--- config.mk ---
export PLATFORM = sky130hd
export DESIGN_NAME = gregorian_to_tabular_hijri_unit
export DESIGN_NICKNAME = d
export VERILOG_FILES = /design/src/rtl/g2h_pkg.sv /design/src/rtl/g2h_day_count.sv /design/src/rtl/g2h_cycle_split.sv /design/src/rtl/g2h_year_fit.sv /design/src/rtl/g2h_month_walk.sv /design/src/rtl/gregorian_to_tabular_hijri_unit.sv
export SDC_FILE = /design/constraint.sdc
export NUM_CORES = 1
export LEC_CHECK = 0
export BUFFER_PORTS_ARGS = -buffer_cell sky130_fd_sc_hd__buf_2
export CAP_MARGIN = 20
export CORE_MARGIN = 3
export CORE_UTILIZATION = 45
export DETAILED_ROUTE_END_ITERATION = 16
export PLACE_DENSITY = 0.65
export SYNTH_ARGS = -nofsm -noshare
export SYNTH_HDL_FRONTEND = slang
export SYNTH_SLANG_ARGS = --single-unit
--- constraint.sdc ---
create_clock -name aclk -period 29.2 [get_ports aclk]
set_input_delay 0 -clock aclk [delete_from_list [all_inputs] [get_ports aclk]]
set_output_delay 0 -clock aclk [all_outputs]
set_load 0.05 [all_outputs]
--- src/rtl/g2h_pkg.sv ---
`default_nettype none

package g2h_pkg;

    localparam int YEAR_W  = 12;
    localparam int MONTH_W = 4;
    localparam int DAY_W   = 5;
    localparam int YY_W    = 14;   // shifted year, up to 8895
    localparam int SINCE_W = 21;   // days since epoch, up to about 1.27M
    localparam int CYCLE_W = 8;
    localparam int REST_W  = 14;   // day within a 30-year cycle
    localparam int YIN_W   = 5;    // year within cycle, 0..29
    localparam int DOY_W   = 9;    // day of year, below 512
    localparam int MOFS_W  = 9;    // month offset term of the day number formula
    localparam int MCNT_W  = 4;    // months walked, 0..12

    localparam int EPOCH_JDN     = 1948439;
    localparam int CYCLE_DAYS    = 10631;
    localparam int CYCLE_YEARS   = 30;
    localparam int JDN_OFFSET    = 32045;
    localparam int YEAR_SHIFT    = 4800;
    localparam int FX_SCALE      = 100000;
    localparam int FX_MEAN_YEAR  = 35436667;
    localparam int FX_FIT_OFFSET = 13350;
    localparam int FX_HALF       = 50000;
    localparam int MONTHS        = 12;
    localparam int MONTH_COUNT   = 16;  // every code of the month field

    // floor(x / 100) = (x * 5243) >> 19 for x below 2^14
    localparam logic [12:0] DIV100_RECIP = 13'd5243;
    localparam int          DIV100_SHIFT = 19;
    localparam int          DIV100_W     = 7;
    localparam int          DIV400_W     = 5;

    // floor(x / 10631) = (x * 3232033) >> 35 for x below 2^21
    localparam logic [21:0] CYCLE_RECIP = 22'd3232033;
    localparam int          CYCLE_SHIFT = 35;

    typedef logic [YEAR_W-1:0]  year_t;
    typedef logic [MONTH_W-1:0] month_t;
    typedef logic [DAY_W-1:0]   day_t;
    typedef logic [SINCE_W-1:0] since_t;
    typedef logic [CYCLE_W-1:0] cycle_t;
    typedef logic [REST_W-1:0]  rest_t;
    typedef logic [YIN_W-1:0]   yin_t;
    typedef logic [DOY_W-1:0]   doy_t;
    typedef logic [MOFS_W-1:0]  mofs_t;
    typedef logic [MCNT_W-1:0]  mcnt_t;

    typedef rest_t rest_tbl_t [CYCLE_YEARS];
    typedef doy_t  doy_tbl_t  [MONTHS+1];
    typedef mofs_t mofs_tbl_t [MONTH_COUNT];

    // months alternate 30 and 29 days
    function automatic doy_tbl_t month_start_tbl();
        doy_tbl_t tbl;
        for (int k = 0; k <= MONTHS; k++) begin
            tbl[k] = DOY_W'(29 * k + (k + 1) / 2);
        end
        return tbl;
    endfunction

    // first day within the cycle at which the year estimate reaches j:
    // ceil((j * 35436667 + 13350) / 100000)
    localparam rest_tbl_t YEAR_START = '{
        14'd1,    14'd355,  14'd709,  14'd1064, 14'd1418, 14'd1772, 14'd2127, 14'd2481,
        14'd2836, 14'd3190, 14'd3544, 14'd3899, 14'd4253, 14'd4607, 14'd4962, 14'd5316,
        14'd5671, 14'd6025, 14'd6379, 14'd6734, 14'd7088, 14'd7442, 14'd7797, 14'd8151,
        14'd8505, 14'd8860, 14'd9214, 14'd9569, 14'd9923, 14'd10277
    };

    // rounded day count of j mean years: floor((j * 35436667 + 50000) / 100000)
    localparam rest_tbl_t YEAR_BASE = '{
        14'd0,    14'd354,  14'd709,  14'd1063, 14'd1417, 14'd1772, 14'd2126, 14'd2481,
        14'd2835, 14'd3189, 14'd3544, 14'd3898, 14'd4252, 14'd4607, 14'd4961, 14'd5316,
        14'd5670, 14'd6024, 14'd6379, 14'd6733, 14'd7087, 14'd7442, 14'd7796, 14'd8150,
        14'd8505, 14'd8859, 14'd9214, 14'd9568, 14'd9922, 14'd10277
    };

    localparam doy_tbl_t  MONTH_START  = month_start_tbl();

    // (153*mm + 2) / 5 with march-based month, borrowing for month up to 2
    localparam mofs_tbl_t MONTH_OFFSET = '{
        9'd275, 9'd306, 9'd337, 9'd0,   9'd31,  9'd61,  9'd92,  9'd122,
        9'd153, 9'd184, 9'd214, 9'd245, 9'd275, 9'd306, 9'd337, 9'd367
    };

endpackage

`default_nettype wire

--- src/rtl/g2h_day_count.sv ---
`default_nettype none

module g2h_day_count import g2h_pkg::*; (
    input  wire logic   aclk,
    input  wire logic   en,
    input  wire year_t  greg_year,
    input  wire month_t greg_month,
    input  wire day_t   greg_day,
    output since_t      since
);

    logic [YY_W-1:0]       yy;
    logic [YY_W-3:0]       yy_q4;
    logic [26:0]           d100_prod;
    logic [24:0]           d400_prod;
    logic [DIV100_W-1:0]   yy_d100;
    logic [DIV400_W-1:0]   yy_d400;
    logic [22:0]           yy_x365;
    logic [21:0]           pos_sum;
    logic [21:0]           neg_sum;
    since_t                since_next;
    since_t                since_reg;

    always_comb begin
        yy = YY_W'(greg_year) + YY_W'(YEAR_SHIFT)
             - ((greg_month <= month_t'(2)) ? YY_W'(1) : YY_W'(0));
        yy_q4     = yy[YY_W-1:2];
        d100_prod = 27'(yy) * 27'(DIV100_RECIP);
        d400_prod = 25'(yy_q4) * 25'(DIV100_RECIP);
        yy_d100   = d100_prod[DIV100_SHIFT +: DIV100_W];
        // floor(yy/400) = floor(floor(yy/4)/100)
        yy_d400   = d400_prod[DIV100_SHIFT +: DIV400_W];
        yy_x365   = 23'(yy) * 23'd365;
        pos_sum   = yy_x365[21:0] + 22'(yy_q4) + 22'(yy_d400)
                    + 22'(MONTH_OFFSET[greg_month]) + 22'(greg_day);
        neg_sum   = 22'(yy_d100) + 22'(JDN_OFFSET + EPOCH_JDN);
        // dates before the epoch saturate to day zero
        since_next = (pos_sum >= neg_sum) ? SINCE_W'(pos_sum - neg_sum) : '0;
    end

    always_ff @(posedge aclk) begin
        if (en) begin
            since_reg <= since_next;
        end
    end

    assign since = since_reg;

endmodule

`default_nettype wire

--- src/rtl/g2h_cycle_split.sv ---
`default_nettype none

module g2h_cycle_split import g2h_pkg::*; (
    input  wire logic   aclk,
    input  wire logic   en_div,
    input  wire logic   en_rem,
    input  wire since_t since,
    output cycle_t      cycles,
    output rest_t       rest
);

    logic [42:0]  recip_prod;
    cycle_t       cycles_next;
    cycle_t       cycles_reg;
    since_t       since_reg;
    logic [20:0]  cyc_days;
    rest_t        rest_next;
    rest_t        rest_reg;
    cycle_t       cycles_out_reg;

    always_comb begin
        recip_prod  = 43'(since) * 43'(CYCLE_RECIP);
        cycles_next = recip_prod[CYCLE_SHIFT +: CYCLE_W];
    end

    always_ff @(posedge aclk) begin
        if (en_div) begin
            cycles_reg <= cycles_next;
            since_reg  <= since;
        end
    end

    always_comb begin
        cyc_days  = 21'(cycles_reg) * 21'(CYCLE_DAYS);
        rest_next = REST_W'(since_reg - cyc_days);
    end

    always_ff @(posedge aclk) begin
        if (en_rem) begin
            rest_reg       <= rest_next;
            cycles_out_reg <= cycles_reg;
        end
    end

    assign cycles = cycles_out_reg;
    assign rest   = rest_reg;

endmodule

`default_nettype wire

--- src/rtl/g2h_year_fit.sv ---
`default_nettype none

module g2h_year_fit import g2h_pkg::*; (
    input  wire logic   aclk,
    input  wire logic   en,
    input  wire cycle_t cycles,
    input  wire rest_t  rest,
    output year_t       year,
    output doy_t        doy
);

    yin_t   yin;
    rest_t  base;
    year_t  year_next;
    doy_t   doy_next;
    year_t  year_reg;
    doy_t   doy_reg;

    always_comb begin
        // thresholds rise with j, so the last one passed gives the year
        yin = '0;
        for (int j = 1; j < CYCLE_YEARS; j++) begin
            if (rest >= YEAR_START[j]) begin
                yin = YIN_W'(j);
            end
        end
        base      = YEAR_BASE[yin];
        year_next = YEAR_W'(16'(cycles) * 16'(CYCLE_YEARS) + 16'(yin) + 16'd1);
        doy_next  = (rest >= base) ? DOY_W'(rest - base) : '0;
    end

    always_ff @(posedge aclk) begin
        if (en) begin
            year_reg <= year_next;
            doy_reg  <= doy_next;
        end
    end

    assign year = year_reg;
    assign doy  = doy_reg;

endmodule

`default_nettype wire

--- src/rtl/g2h_month_walk.sv ---
`default_nettype none

module g2h_month_walk import g2h_pkg::*; (
    input  wire logic  aclk,
    input  wire logic  en,
    input  wire year_t year,
    input  wire doy_t  doy,
    output year_t      hijri_year,
    output month_t     hijri_month,
    output day_t       hijri_day
);

    mcnt_t  walked;
    doy_t   day_full;
    month_t month_next;
    day_t   day_next;
    year_t  year_reg;
    month_t month_reg;
    day_t   day_reg;

    always_comb begin
        walked = '0;
        for (int k = 1; k <= MONTHS; k++) begin
            if (doy >= MONTH_START[k]) begin
                walked = MCNT_W'(k);
            end
        end
        day_full = doy + DOY_W'(1) - MONTH_START[walked];
        day_next = day_full[DAY_W-1:0];
        // a walk past the last month stays in the last month
        month_next = (walked == MCNT_W'(MONTHS)) ? MONTH_W'(MONTHS)
                                                  : MONTH_W'(walked + MCNT_W'(1));
    end

    always_ff @(posedge aclk) begin
        if (en) begin
            year_reg  <= year;
            month_reg <= month_next;
            day_reg   <= day_next;
        end
    end

    assign hijri_year  = year_reg;
    assign hijri_month = month_reg;
    assign hijri_day   = day_reg;

endmodule

`default_nettype wire

--- src/rtl/gregorian_to_tabular_hijri_unit.sv ---
// one register per stage: input, day count, divide, remainder, year fit, month walk
// throughput: one date per cycle unless stalled; the six-stage pipeline holds up to six dates
// a stalled stage holds its date while empty stages behind it keep filling
// reset: synchronous, active low, empties every stage; data registers are not reset
`default_nettype none

module gregorian_to_tabular_hijri_unit import g2h_pkg::*; (
    input  wire logic   aclk,
    input  wire logic   aresetn,
    input  wire logic   s_valid,
    output logic        s_ready,
    input  wire year_t  s_greg_year,
    input  wire month_t s_greg_month,
    input  wire day_t   s_greg_day,
    output logic        m_valid,
    input  wire logic   m_ready,
    output year_t       m_hijri_year,
    output month_t      m_hijri_month,
    output day_t        m_hijri_day
);

    localparam int STAGES = 6;

    logic [STAGES-1:0] vld_reg;
    logic [STAGES-1:0] vld_next;
    logic [STAGES-1:0] adv;
    logic [STAGES-1:0] en;

    year_t  yr_reg;
    month_t mo_reg;
    day_t   dy_reg;

    since_t since;
    cycle_t cycles;
    rest_t  rest;
    year_t  year;
    doy_t   doy;

    // a stage can take new data when it is empty or its content moves on
    always_comb begin
        adv[STAGES-1] = m_ready || !vld_reg[STAGES-1];
        for (int i = STAGES - 2; i >= 0; i--) begin
            adv[i] = adv[i+1] || !vld_reg[i];
        end
        en[0]       = s_valid && adv[0];
        vld_next[0] = adv[0] ? s_valid : vld_reg[0];
        for (int i = 1; i < STAGES; i++) begin
            en[i]       = adv[i] && vld_reg[i-1];
            vld_next[i] = adv[i] ? vld_reg[i-1] : vld_reg[i];
        end
    end

    always_ff @(posedge aclk) begin
        if (!aresetn) begin
            vld_reg <= '0;
        end else begin
            vld_reg <= vld_next;
        end
    end

    always_ff @(posedge aclk) begin
        if (en[0]) begin
            yr_reg <= s_greg_year;
            mo_reg <= s_greg_month;
            dy_reg <= s_greg_day;
        end
    end

    g2h_day_count u_day_count (
        .aclk       (aclk),
        .en         (en[1]),
        .greg_year  (yr_reg),
        .greg_month (mo_reg),
        .greg_day   (dy_reg),
        .since      (since)
    );

    g2h_cycle_split u_cycle_split (
        .aclk   (aclk),
        .en_div (en[2]),
        .en_rem (en[3]),
        .since  (since),
        .cycles (cycles),
        .rest   (rest)
    );

    g2h_year_fit u_year_fit (
        .aclk   (aclk),
        .en     (en[4]),
        .cycles (cycles),
        .rest   (rest),
        .year   (year),
        .doy    (doy)
    );

    g2h_month_walk u_month_walk (
        .aclk        (aclk),
        .en          (en[5]),
        .year        (year),
        .doy         (doy),
        .hijri_year  (m_hijri_year),
        .hijri_month (m_hijri_month),
        .hijri_day   (m_hijri_day)
    );

    // no transfer is taken while reset is held
    assign s_ready = adv[0] && aresetn;
    assign m_valid = vld_reg[STAGES-1];

endmodule

`default_nettype wire

==> results of run 1 <==
cells in the final DEF (no fill, tap or decap), types with 13 or more instances in the layout:
master         synthesis  routed
o21a_1                20      20
fa_1                 300     300
and2_1                17      17
clkbuf_16              0      17
dlygate4sd3_1          0      24
o211ai_1              14      14
nor2_1               120     120
edfxtp_1             128     128
inv_1                593     593
xor2_1                42      42
a211oi_1              13      13
xnor2_1               73      73
and3_1                13      13
a21o_1                26      26
ha_1                 560     560
a21oi_1              108     108
o21ai_0               67      67
buf_2                 23      47
nand2_1               76      76
nor3_1                35      35
nand4_1               23      23
nor2b_1               21      18
nand3_1               37      37
metal layers:
metal,track usage,share of wire
met4,0.04851,0.019
met3,0.02331,0.043
met2,0.3538,0.50
met5,0,0
met1,0.2573,0.44
synth_stat cells, types with 23 or more instances:
master,instances
ha_1,560
edfxtp_1,128
inv_1,593
a21oi_1,108
a21o_1,26
nand3_1,37
nor2_1,120
nand2_1,76
nand4_1,23
xor2_1,42
xnor2_1,73
fa_1,300
o21ai_0,67
buf_2,23
nor3_1,35
logic make-up (layout without fill, tap and decap cells):
logic type | count (synthesis) | count (layout) | share of synthesized area
AOI/OAI and AO/OA | 390 | 390 | 0.1059
buffers and inverters | 641 | 712 | 0.09793
DFF | 134 | 134 | 0.1571
adders and majority gates | 860 | 860 | 0.5157
xor gates and xnor gates | 120 | 120 | 0.04363
and+or+nand+nor | 396 | 396 | 0.07814
muxes | 3 | 3 | 0.001686
layout make-up:
class	instances	area, um2	area share
Clock buffer	21	460.4	0.01698
Clock inverter	11	100.1	0.003691
Inverter	595	2236	0.08244
Multi-Input combinational cell	1769	18820	0.6940
Sequential cell	134	3964	0.1462
Tap cell	748	935.9	0.03451
Timing Repair Buffer	85	603.1	0.02224
final timing paths:
| check | to | slack [ns] | depth (start not counted) |
|---|---|---|---|
| max | u_day_count.since[3] | 14.18 | 55 |
| min | vld_reg[4] | 0.20 | 4 |
| max reg2reg | u_day_count.since[3] | 14.18 | 55 |
| min reg2reg | u_month_walk.hijri_year[1] | 0.42 | 0 |
through the flow:
step	hold WS (ns)	cell area, um2	std cells
final	0.1958	27120	3363
after global routing	0.1915	27120	3363
after CTS	0.1662	27070	3360
after detailed placement	0.1784	26270	3304
after global placement	0.1767	26270	3304
after floorplan	0.09887	25230	2544
worst max-delay path: cells and delay by family (launching register included):
| family | cells | cell delay, ns |
|---|---|---|
| AOI/OAI and AO/OA | 15 | 3.62 |
| xor gates and xnor gates | 3 | 1.10 |
| adders and majority gates | 16 | 6.85 |
| buffers and inverters | 11 | 0.93 |
| DFF | 1 | 0.57 |
| and+or+nand+nor | 10 | 1.67 |
timing repair:
| action | CTS | global route |
|---|---|---|
| endpoints found under the setup margin | 0 | 0 |
| endpoints found under the hold margin | 27 | 0 |
| hold buffers | 24 | 0 |
==> results.json, run 1 <==
{
  "status": "complete, no violations",
  "cts_setup_buffers": 0,
  "rows": 86,
  "overflow": 0,
  "max_freq_mhz": 66.56,
  "cts_root_buffer": "clkbuf_16",
  "fp.dieW_um": 242.8,
  "drc": 0,
  "grt_pass1_vias": 18535,
  "drt_wl_total_mm": 57.08,
  "antenna_cells": 0,
  "synth.avg_cell_area_um2": 9.919,
  "critical-path-max-stage-delay_ns": 0.81,
  "grt_first_pass_wirelength_mm": 94.74,
  "postSynthCellCount": 2544,
  "wl_per_cell_um": 16.97,
  "fin_util": 0.4903,
  "finalCriticalPeriod_ns": 15.02,
  "final_antenna_net_count": 0,
  "ys_seq_area_frac": 0.1571,
  "rr_startpoint": "mo_reg[2]",
  "layout.nets": 3487,
  "drive_gt1_frac": 0.05736,
  "synthTopCellsByArea": "ha_1 28%, fa_1 24%, edfxtp_1 15%",
  "path_clk_slew_ns": 0.06,
  "synth_edf_count": 128,
  "final-setup-viol-count": 0,
  "antenna_found_initial": 0,
  "hp-start": "m_ready",
  "drtPass1Iterations": 5,
  "crit_type": "reg -> reg",
  "async_flop_share": 0,
  "max-cap-violations": 0,
  "worst_pin_slew_ns": 1.043,
  "finalHoldViolCount": 0,
  "slew_headroom": 0.3023,
  "startpoint": "mo_reg[2]",
  "n_fill_cell": 5062,
  "tns_ns": 0,
  "start_kind": "flip-flop",
  "h-tree-depth": 4,
  "yosysUniqueCellTypes": 92,
  "worstHoldPathType": "in -> reg",
  "synth-seq-cells": 134,
  "period_share": 0.5145,
  "die_area_mm2": 0.05895,
  "die_y_um": 242.8,
  "critPathCaptureType": "flip-flop",
  "cp_max_fo": 21,
  "fin_ws_ns": 14.18,
  "gp_congestion": 0.9476,
  "largest_reg_flops": 21,
  "area_delta_synth_final_pct": 7.472,
  "clk_path_buf_depth": 2,
  "worstPathArrival_ns": 15.18,
  "port_buffers": 47,
  "cp.required_ns": 29.36,
  "slowest_stage": "xor2_1",
  "initial_core_util": 0.4562,
  "synth_warnings": 0,
  "place_ws_ns": 14.35,
  "synth_ff_type": "edfxtp_1",
  "rsz0062_at_grt": "no",
  "io_pins": 48,
  "grt_usage": 0.1985,
  "numCtsBuffers": 17,
  "via_per_inst": 5.317,
  "slew_violations": 0,
  "dp_hpwl_mm": 47.82,
  "syn_nets": 3429,
  "grt_max_degree": 25,
  "core_mm2": 0.05531,
  "cts_tree": "done",
  "crit_path_frequent_cell": "fa_1",
  "skew_ns": 0.01013,
  "insertion_delay_ns": 0.43,
  "drt_iter0_drc": 985,
  "ctsResizeCount": 0,
  "yosysTopAreaCell": "ha_1",
  "cts.sinks": 134,
  "via_count": 17881,
  "syn-cell-area_mm2": 0.02523,
  "synth_top_area_frac": 0.2777
}
Power of run 1 is left out: the tool's default activity adds up to more than one toggle a clock period on the data nets, which glitch-free logic cannot reach.
==> run 2, diff against run 1 <==
--- a/config.mk
+++ b/config.mk
@@ -5,6 +5,7 @@
 export SDC_FILE = /design/constraint.sdc
 export NUM_CORES = 1
 export LEC_CHECK = 0
+export ABC_AREA = 1
 export BUFFER_PORTS_ARGS = -buffer_cell sky130_fd_sc_hd__buf_2
 export CAP_MARGIN = 20
 export CORE_MARGIN = 3
==> constraint.sdc (replaced) <==
create_clock -name aclk -period 14.6 [get_ports aclk]
set_input_delay 0 -clock aclk [delete_from_list [all_inputs] [get_ports aclk]]
set_output_delay 0 -clock aclk [all_outputs]
set_load 0.05 [all_outputs]
==> run 2 against run 1 <==
Global-route usage is 0.13 points higher. First-iteration DRC count down 9.5%. Wire length increased by 0.90%. Highest routed layer unchanged. Utilization is 0.95 points higher. Synthesized cell count up 8.7%. Critical endpoint is now u_day_count.since[2]. Sequential cell count stayed put. Sequential share of layout area shrank 0.053 points. Area after synthesis fell by 0.53%. Non-clock buffer count grew 6. Critical path depth increased by 10.
==> results.json, run 2 <==
{
  "status": "complete, no violations",
  "layout_commonest_cell": "inv_1",
  "start_kind": "flip-flop",
  "cp_max_fo": 21,
  "yosysUniqueCellTypes": 55,
  "slew_headroom": 0.4119,
  "rr_endpoint": "u_day_count.since[2]",
  "postLayoutCellArea_mm2": 0.02722,
  "synth-seq-cells": 134,
  "synth.avg_cell_area_um2": 9.078,
  "numCtsBuffers": 17,
  "tns_ns": 0,
  "gp_congestion": 0.9252,
  "drt_wl_total_mm": 57.60,
  "final-setup-viol-count": 0,
  "die_area_mm2": 0.05865,
  "initial_core_util": 0.4610,
  "async_flop_share": 0,
  "place_area_mm2": 0.02628,
  "h-tree-depth": 4,
  "critPathCaptureType": "flip-flop",
  "multi_input_area_mm2": 0.01837,
  "rr_startpoint": "mo_reg[0]",
  "critical-path-max-stage-delay_ns": 0.54,
  "cp.required_ns": 14.78,
  "grt_usage": 0.1998,
  "period_share": 0.9384,
  "clk_path_buf_depth": 2,
  "die_y_um": 242.2,
  "finalHoldViolCount": 0,
  "synth_ff_type": "edfxtp_1",
  "core_mm2": 0.05445,
  "worstPathArrival_ns": 13.88,
  "skew_ns": 0.01386,
  "synth_edf_count": 128,
  "yosysTopAreaCell": "ha_1",
  "antenna_found_initial": 0,
  "crit_path_frequent_cell": "inv_1",
  "dp_hpwl_mm": 48.82,
  "synth_warnings": 0,
  "finalCriticalPeriod_ns": 13.70,
  "io_pins": 48,
  "via_count": 18528,
  "synthTopCellsByArea": "ha_1 28%, fa_1 24%, edfxtp_1 15%",
  "syn-cell-area_mm2": 0.02510,
  "grt_pass1_vias": 19191,
  "largest_reg_flops": 21,
  "synthTopCellsByCount": "732 x inv_1, 560 x ha_1, 300 x fa_1",
  "cts.sinks": 134,
  "cts_tree": "done",
  "ys_seq_area_frac": 0.1579,
  "drt_iter0_drc": 891,
  "grt_first_pass_wirelength_mm": 95.59,
  "postSynthCellCount": 2765,
  "crit_type": "reg -> reg",
  "synth_top_area_frac": 0.2791,
  "max-cap-violations": 0,
  "overflow": 0,
  "antenna_cells": 0,
  "r2r_cells": 65,
  "hold-path-endpoint": "yr_reg[7]",
  "hold-worst-slack_ns": 0.2703,
  "area_delta_synth_final_pct": 8.434,
  "wl_per_cell_um": 15.95,
  "final_antenna_net_count": 0,
  "port_buffers": 47,
  "worst_pin_slew_ns": 0.8792,
  "worstHoldPathCells": 2,
  "slowest_stage": "fa_1",
  "fp.dieW_um": 242.2,
  "synth_most_common_cell": "inv_1",
  "regArea_mm2": 0.003964,
  "rows": 85,
  "path_clk_slew_ns": 0.06,
  "max_freq_mhz": 72.99,
  "insertion_delay_ns": 0.44,
  "cts_root_buffer": "clkbuf_16",
  "n_fill_cell": 5131,
  "worstHoldPathType": "in -> reg",
  "slew_violations": 0,
  "reg2reg_slack_ns": 0.90,
  "drive_gt1_frac": 0.05084,
  "layout.nets": 3744,
  "drc": 0,
  "via_per_inst": 5.131,
  "syn_nets": 3650,
  "most-common-layout-cells": "732 x inv_1, 559 x ha_1, 300 x fa_1",
  "hp-start": "s_greg_year[7]",
  "grt_max_degree": 23,
  "drtPass1Iterations": 5
}
## run 2: cell count changes in the layout (fill, tap and decap cells not counted), moves of 20 or more
cell     delta
nand2_1   +218
inv_1     +139
a21oi_1    +52
xnor2_1    -48
xor2_1     +35
nor2_1     +29
nand3_1    +23
a21o_1     -22
o21a_1     -20
## run 2: kinds of logic (layout without fill, tap and decap cells)
family | Yosys count | after routing | share of synthesized area
adder cells (fa/ha/maj) | 860 | 860 | 0.5184
buffers and inverters | 754 | 861 | 0.1135
AND/OR/NAND/NOR | 585 | 585 | 0.09864
AO/OA/AOI/OAI | 328 | 328 | 0.07527
flip-flops | 134 | 134 | 0.1579
XOR/XNOR | 104 | 104 | 0.03629
## run 2: per-stage QoR
stage / util / instances / setup WS [ns]
after floorplan: - / 2765 / 1.715
after global placement: 0.4826 / 3547 / 0.8274
after detailed placement: 0.4826 / 3547 / 0.4938
after CTS: 0.4972 / 3604 / 0.4040
after global routing: 0.4999 / 3611 / -0.01038
final: 0.4999 / 3611 / 0.8990
## run 2: cell type report
| cell class | count | share of cell area |
|---|---|---|
| tap | 739 | 0.03397 |
| sequential | 134 | 0.1456 |
| timing repair buffer | 91 | 0.02363 |
| inverter | 738 | 0.1018 |
| clock inverter | 11 | 0.003861 |
| multi-input combinational | 1877 | 0.6750 |
| clock buffer | 21 | 0.01618 |
## run 2: critical path: cells and delay by family (launching register included)
| family | cells | cell delay, ns |
|---|---|---|
| adders and majority gates | 17 | 7.16 |
| AOI/OAI and AO/OA | 14 | 2.34 |
| and+or+nand+nor | 18 | 2.03 |
| buffers and inverters | 14 | 1.07 |
| DFF | 1 | 0.45 |
| xor gates and xnor gates | 2 | 0.37 |
## run 2: layer usage
layer / track usage / vias to the layer above / routed length [um]
li1: - / 9006 / -
met1: 0.2707 / 9072 / 26460
met2: 0.3442 / 381 / 27980
met3: 0.02037 / 69 / 2057
met4: 0.04880 / 0 / 1104
met5: 0 / - / 0
## run 2: worst max-delay path by stage
stage | slack, ns | endpoint | cells past startpoint | from
floorplan | 1.71 | u_day_count.since[11] | 65 | mo_reg[2]
global placement | 0.83 | u_day_count.since[2] | 64 | mo_reg[2]
detailed placement | 0.49 | u_day_count.since[2] | 64 | mo_reg[2]
CTS | 0.40 | u_day_count.since[2] | 64 | mo_reg[2]
global route | -0.01 | u_day_count.since[2] | 64 | mo_reg[3]
finish | 0.90 | u_day_count.since[2] | 65 | mo_reg[0]
## run 2: repair_timing
item,in CTS,in global routing
hold buffers,25,0
buffers inserted,0,6
hold endpoints to repair,27,0
setup endpoints to repair,0,21
resized for setup,0,13
Power of run 2 is left out for the same reason.
